==> config.mk <==
export PLATFORM = sky130hd
export DESIGN_NAME = pie_div
export DESIGN_NICKNAME = d
export VERILOG_FILES = /design/src/rtl/pie_pkg.sv /design/src/rtl/pie_div.sv
export SDC_FILE = /design/constraint.sdc
export NUM_CORES = 1
export LEC_CHECK = 0
export ABC_CLOCK_PERIOD_IN_PS = 4840
export BUFFER_PORTS_ARGS = -buffer_cell sky130_fd_sc_hd__buf_2
export CORE_MARGIN = 10
export CORE_UTILIZATION = 30
export DETAILED_ROUTE_END_ITERATION = 6
export GPL_TIMING_DRIVEN = 0
export PLACE_DENSITY = 0.56
export SYNTH_ARGS = -nofsm -noshare
export SYNTH_HDL_FRONTEND = slang
export SYNTH_SLANG_ARGS = --single-unit
==> constraint.sdc <==
create_clock -name clk_i -period 4.84 [get_ports clk_i]
set_input_delay 0.242 -clock clk_i [delete_from_list [all_inputs] [get_ports clk_i]]
set_output_delay 0.242 -clock clk_i [all_outputs]
set_load 0.02 [all_outputs]
==> src/rtl/pie_pkg.sv <==
// Shared types, codes and helpers for the PageRank iteration engine.
// No dependencies; the other files that use it refer to it by scoped names.
package pie_pkg;

  localparam int unsigned SCORE_W   = 32;
  localparam int unsigned SCALED_W  = 42;
  localparam int unsigned OP_W      = 3;
  localparam int unsigned IDX_W     = 10;
  localparam int unsigned CFG_IDX_W = 2;
  localparam int unsigned CFG_DAT_W = 17;
  localparam int unsigned DIV_NUM_W = 64;
  localparam int unsigned DIV_CNT_W = 7;

  localparam logic [OP_W-1:0] OP_LOAD = 3'd0;
  localparam logic [OP_W-1:0] OP_LINK = 3'd1;
  localparam logic [OP_W-1:0] OP_ITER = 3'd2;
  localparam logic [OP_W-1:0] OP_READ = 3'd3;
  localparam logic [OP_W-1:0] OP_EVEN = 3'd4;

  localparam logic [CFG_IDX_W-1:0] CFG_NODE_COUNT = 2'd0;
  localparam logic [CFG_IDX_W-1:0] CFG_DAMPING    = 2'd1;
  localparam logic [CFG_IDX_W-1:0] CFG_RANK_MODE  = 2'd2;

  localparam logic [10:0] NODE_COUNT_RST = 11'd1;
  localparam logic [16:0] DAMPING_RST    = 17'd52429;
  localparam logic [16:0] DAMPING_ONE    = 17'd65536;

  // dividend lengths in bits, numerator left-aligned in DIV_NUM_W
  localparam logic [DIV_CNT_W-1:0] LEN_EVEN  = 7'd31;
  localparam logic [DIV_CNT_W-1:0] LEN_BASE  = 7'd31;
  localparam logic [DIV_CNT_W-1:0] LEN_DANG  = 7'd32;
  localparam logic [DIV_CNT_W-1:0] LEN_SHARE = 7'd33;
  localparam logic [DIV_CNT_W-1:0] LEN_NORM  = 7'd62;

  typedef enum logic [1:0] {
    ST_OK,
    ST_RANGE,
    ST_FULL
  } status_e;

  function automatic logic [SCORE_W-1:0] sat_score(input logic [34:0] x);
    logic [SCORE_W-1:0] r;
    r = (x[34:32] != 3'd0) ? '1 : x[31:0];
    return r;
  endfunction

endpackage

==> src/rtl/pie_div.sv <==
// Restoring divider, one quotient bit per cycle, dividend left-aligned with a given length.
// Depends on pie_pkg for the dividend and counter widths.
module pie_div #(
  parameter int unsigned DEN_W = 42
) (
  input  logic                            clk_i,
  input  logic                            rst_ni,
  input  logic                            start_i,
  input  logic [pie_pkg::DIV_NUM_W-1:0]   num_i,
  input  logic [DEN_W-1:0]                den_i,
  input  logic [pie_pkg::DIV_CNT_W-1:0]   len_i,
  output logic                            busy_o,
  output logic                            done_o,
  output logic [pie_pkg::DIV_NUM_W-1:0]   quo_o
);

  localparam int unsigned NUM_W = pie_pkg::DIV_NUM_W;

  logic                           busy_q, done_q;
  logic [pie_pkg::DIV_CNT_W-1:0]  cnt_q;
  logic [NUM_W-1:0]               num_q, quo_q;
  logic [DEN_W-1:0]               den_q, rem_q;
  logic [DEN_W:0]                 trial, diff;
  logic                           ge;

  assign trial = {rem_q, num_q[NUM_W-1]};
  assign diff  = trial - {1'b0, den_q};
  assign ge    = trial >= {1'b0, den_q};

  always_ff @(posedge clk_i or negedge rst_ni) begin
    if (!rst_ni) begin
      busy_q <= 1'b0;
      done_q <= 1'b0;
      cnt_q  <= '0;
      num_q  <= '0;
      quo_q  <= '0;
      den_q  <= '0;
      rem_q  <= '0;
    end else begin
      done_q <= 1'b0;
      if (start_i) begin
        busy_q <= 1'b1;
        cnt_q  <= len_i;
        num_q  <= num_i;
        den_q  <= den_i;
        rem_q  <= '0;
        quo_q  <= '0;
      end else if (busy_q) begin
        num_q <= {num_q[NUM_W-2:0], 1'b0};
        rem_q <= ge ? diff[DEN_W-1:0] : trial[DEN_W-1:0];
        quo_q <= {quo_q[NUM_W-2:0], ge};
        cnt_q <= cnt_q - 1'b1;
        if (cnt_q == 7'd1) begin
          busy_q <= 1'b0;
          done_q <= 1'b1;
        end
      end
    end
  end

  assign busy_o = busy_q;
  assign done_o = done_q;
  assign quo_o  = quo_q;

endmodule
# Word level (Yosys, flattened, before mapping)
# Index checks and enable logic that the tools add are counted.
# totals
ff_bits	221
word_cells	27
# op_classes
n_addsub	2
n_lt_le_gt_ge	1
eq_ne	1
mux	15
n_reduce_logical	1
# op_table
operator	n
$mux 64	4
$mux 42	3
$ge 43x42->1	1
$sub 42x42->42	1
$mux 7	2
$eq 7x1->1 const B	1
$sub 7x1->7 const B	1
$mux 1	6
$reduce_bool 2->1	1

# Depth between registers and ports, before layout
# depth
ltp_word	4
ltp_mapped	14
depth_no_buf	13

# Least setup slack after synthesis
# No wires, ideal clock.
# synth_path
path_type	flip-flop to flip-flop
startpoint	register num_q[63]
endpoint	register rem_q[28]
setup_ps	99
arrival_time_ps	2886
required_ps	4741
setup_slack_ps	1855
stages_incl_launch_ff	13
path_buffers	0
period_less_slack_ps	2985
path_cell_list	dfrtp_1 > inv_1 > ha_1 > inv_1 > fa_1 > a21o_1 > a221oi_1 > o211ai_1 > a311o_1 > a311oi_1 > xnor2_1 > nand2_1 > a311oi_1
# synth_via
elab_chain_len	4
elab_cells_between_ends	5
cone_classes	1 x add/sub; 1 x order compare; 3 x mux
# synth_rtl
item	line_no	source
from (decl)	pie_div.sv:21	logic [NUM_W-1:0] num_q, quo_q;
from (signal assigned)	pie_div.sv:44	num_q <= num_i;
from (signal assigned)	pie_div.sv:49	num_q <= {num_q[NUM_W-2:0], 1'b0};
$sub 42x42->42 / $ge 43x42->1 (equally long branches)	pie_div.sv:27, pie_div.sv:28	
$mux 42 (*)	pie_div.sv:50	rem_q <= ge ? diff[DEN_W-1:0] : trial[DEN_W-1:0];
$mux 42 (*)	pie_div.sv:48	end else if (busy_q) begin
$mux 42 (*)	pie_div.sv:41	if (start_i) begin
to (signal assigned)	pie_div.sv:50	
to (decl)	pie_div.sv:22	logic [DEN_W-1:0] den_q, rem_q;
# Every way passes the cells marked *; elsewhere a longest branch is shown, timed or not. The select of a mux whose other input is x is not followed.
# A chain may end at the register's enable or synchronous reset.

# Final worst setup path
# layout_path
startpoint	register num_q[63]
endpoint	register rem_q[36]
# The elaborated chain is that of the path after synthesis.

==> metrics.txt <==
status complete, no violations; fmax ~280 MHz; utilization after layout approximately 40%; CTS max path bufs 3; CTS resizes 0; 1st-pass router iterations 5; clock tree sinks 221; I/O pin total 182; Post-CTS Setup Inserts 0; Buffers on Ports between 150 and 200; Vias ~10,000; GRT Residual Overflow 0; CP arrival 4.06 ns; worst path cell trace inv_1 > ha_1 > inv_1 > fa_1 > a21o_1 > a221oi_1 > o211ai_1 > a311o_1 > o21ai_0 > xnor2_1 > mux2i_1 > a211oi_1; met2 WL post-DR between 15,000 and 20,000 µm; maximum VDD drop 0.221 mV; reg2reg end rem_q[36]$_DFFE_PN0P_; WP buf/inv 2; internal power 0.00351 W; nets approximately 1,800; final wirelength roughly 37,000 µm; Reg power frac about two fifths; fin crit share ~75%; CTS tree yes; Reg2Reg Setup Slack about 1.2 ns; CP max-delay cell a221oi_1; Starting Density around 30%; FF+latch count, synth approximately 220; row cnt between 70 and 80; Final HPWL DP 26,900 µm; Hold Fails Final Rpt 0; max cap viols 0; startpoint types register; critical path's most frequent cell inv_1; Synth Flop Type dfrtp_1; Slew headroom roughly two fifths; Ys Warns 0; vias in the first global route between 10,000 and 15,000; Mapped Area 12,100 µm²; Pins Over Slew Limit 0; met1 WL between 15,000 and 20,000 µm; pin count of the biggest net entering global routing 87; reg2reg path depth 12; setup violators final 0; min Tclk post-route between 3 and 4 ns; HP Class in2reg; gpl congestion between 0.8 and 0.9; total CTS buffers 27; Final Skew about 0.015 ns; HP Start start_i; first-pass GRT wire length about 60,000 µm; Worst Hold End num_q[7]$_DFFE_PN0P_; clock network fraction of total power about two fifths; Slew @ Worst Pin around 0.9 ns; sum of negative setup slack 0 ns; max incr delay on CP 0.55 ns; drt drc 0; DR top layer met5; root buf cell clkbuf_16; layout cells sized above 1 between 10% and 20%; WS Path Type reg2reg; clock slew at reported path FFs 0.06 ns; Reg2Reg Launch Point num_q[63]$_DFFE_PN0P_; Post-Syn Instances around 1,300; share of async-settable or async-resettable flops after synthesis 100%; Vias/cell around 4.9; CP top delay family compound AO/OA/AOI/OAI gates; Die ar. about 49,000 µm²; power per cell area 309 nW/µm²; Comb power frac 17.4%; Iter 0 DRT Violations between 600 and 700; wire per inst 17.2 µm; EDFF count, synth 0; Core Area 39,800 µm²; Total GRT Usage between 10% and 20%; Net Sw Frac 27.9%; Synthesized Nets between 1,000 and 1,500; worst-path fanout max 4; critical path endpoint category register; Hold Path Depth 2; sequential-to-total area share from yosys stat between 40% and 50%; cts hold-fix bufs ~110; Sw Pwr around 0.0014 W; DR WL met3 2180 µm; syn avg cell area ~9.4 µm²; Yosys cell types 64; area grow syn2layout 30.2%; Critical Path RT roughly 5.3 ns; CTS H-tree depth 1; post-route ant nets 0; Min Hold Slack roughly 0.18 ns; Die Y around 220 µm; initial antenna violation count 3; Die X 221 µm; leak pwr 8.23 nW; later-pin clock latency in the skew report about 0.55 ns; RSZ-0062 raised after global routing false
## sequential cells by signal, summed over array words and instances (netlist names)
signal and cells:
busy_o 1, den_q 42, quo_o 64, num_q 64, cnt_q 7, done_o 1, rem_q 42
## worst max-delay path by stage
stage,from,end,slack (ns),depth (start not counted)
after floorplan,num_q[63]$_DFFE_PN0P_,rem_q[28]$_DFFE_PN0P_,1.85,12
final,num_q[63]$_DFFE_PN0P_,rem_q[36]$_DFFE_PN0P_,1.21,12
after CTS,num_q[63]$_DFFE_PN0P_,rem_q[36]$_DFFE_PN0P_,1.17,12
after global routing,num_q[63]$_DFFE_PN0P_,rem_q[36]$_DFFE_PN0P_,1.05,12
after global placement,rst_ni,quo_o[23]$_DFFE_PN0P_,-0.46,1
after detailed placement,num_q[63]$_DFFE_PN0P_,rem_q[36]$_DFFE_PN0P_,1.20,12
## metrics by stage
| step | worst slack, ns | total power (W) | cell area [µm²] | instances |
|---|---|---|---|---|
| floorplan | 1.85 | 0.00256 | 12100 | 1283 |
| global route | 1.05 | 0.00515 | 15700 | 2154 |
| detailed placement | 1.20 | 0.00282 | 13700 | 1990 |
| finish | 1.21 | 0.00487 | 15700 | 2155 |
| CTS | 1.17 | 0.00494 | 15700 | 2153 |
| global placement | -0.456 | 0.00281 | 13600 | 1988 |
## metal layers
layer	global-route usage (%)	vias to the layer above
met3	3.10	44
met4	3.15	2
li1	-	5136
met1	20.7	5038
met5	0	-
met2	24.2	235
## cell type report
class / instances / area (µm²)
buffer: 89 / 385
multi-input combinational: 915 / 5950
antenna: 2 / 5.00
inverter: 58 / 218
clock buffer: 42 / 812
tap: 525 / 657
sequential: 221 / 5530
timing repair buffer: 296 / 2110
fill: 4057 / 24100
clock inverter: 7 / 70.1
## cell usage after synthesis, drive strengths merged, types with 2 or more instances
library cell | number | share of area, %
o22ai | 2 | 0.16
nor4 | 10 | 0.67
mux2i | 149 | 12
xor2 | 13 | 0.94
a221oi | 4 | 0.29
a311oi | 11 | 0.80
a211oi | 33 | 2.1
o31ai | 4 | 0.25
o21a | 6 | 0.37
clkbuf | 62 | 1.9
a31o | 3 | 0.22
buf | 27 | 1.3
inv | 56 | 1.7
or3 | 4 | 0.21
clkinv | 2 | 0.062
ha | 44 | 4.6
o21ai | 155 | 6.4
a211o | 2 | 0.15
nand4 | 17 | 0.88
xnor2 | 26 | 1.9
nand2 | 168 | 5.2
a21boi | 2 | 0.16
a2111oi | 3 | 0.48
nor2 | 132 | 4.2
nand3b | 2 | 0.12
nor2b | 4 | 0.21
nor3 | 5 | 0.21
nand3 | 11 | 0.46
o211ai | 4 | 0.25
a21o | 24 | 1.5
dfrtp | 221 | 46
o21bai | 10 | 0.62
a31oi | 9 | 0.47
a21oi | 37 | 1.5
and3 | 3 | 0.16
## worst register-to-register path, cell delays in order (launching register included)
cell and delay, ns:
dfrtp_1 0.41, inv_1 0.07, ha_1 0.17, inv_1 0.06
fa_1 0.40, a21o_1 0.24, a221oi_1 0.55, o211ai_1 0.19
a311o_1 0.48, o21ai_0 0.43, xnor2_1 0.17, mux2i_1 0.09
a211oi_1 0.27
## cell families (layout without fill, tap and decap cells)
| kind of cell | Yosys count | after routing | share of synthesized area (%) |
|---|---|---|---|
| AO/OA/AOI/OAI | 320 | 320 | 16.7 |
| XOR/XNOR | 39 | 39 | 2.83 |
| adder cells (fa/ha/maj) | 45 | 45 | 4.72 |
| buffers and inverters | 147 | 492 | 4.99 |
| flip-flops | 221 | 221 | 45.8 |
| multiplexers | 150 | 150 | 12.4 |
| other | 0 | 2 | 0 |
| AND/OR/NAND/NOR | 361 | 361 | 12.6 |
## power by group through the flow
stage	Sequential, W	Combinational (W)	Clock (W)
3_5_place_dp	0.00205	0.000772	0
6_report	0.00202	0.000846	0.00200
3_3_place_gp	0.00205	0.000759	0
2_1_floorplan	0.00203	0.000523	0
4_1_cts	0.00202	0.000850	0.00207
5_1_grt	0.00203	0.000956	0.00216
## placed cells by master (no fill, tap or decap), drive strengths merged, types with 9 or more instances in the layout
cell type	Yosys	final
nor2	132	132
inv	56	57
dfrtp	221	221
o21ai	155	155
nor4	10	10
o21bai	10	10
nand2	168	168
ha	44	44
mux2i	149	149
a31oi	9	9
a311oi	11	11
buf	27	209
a21oi	37	37
xor2	13	13
a21o	24	24
nand4	17	17
nand3	11	11
clkbuf	62	104
dlygate4sd3	0	114
a211oi	33	33
xnor2	26	26
(Power assumes the default switching activity.)
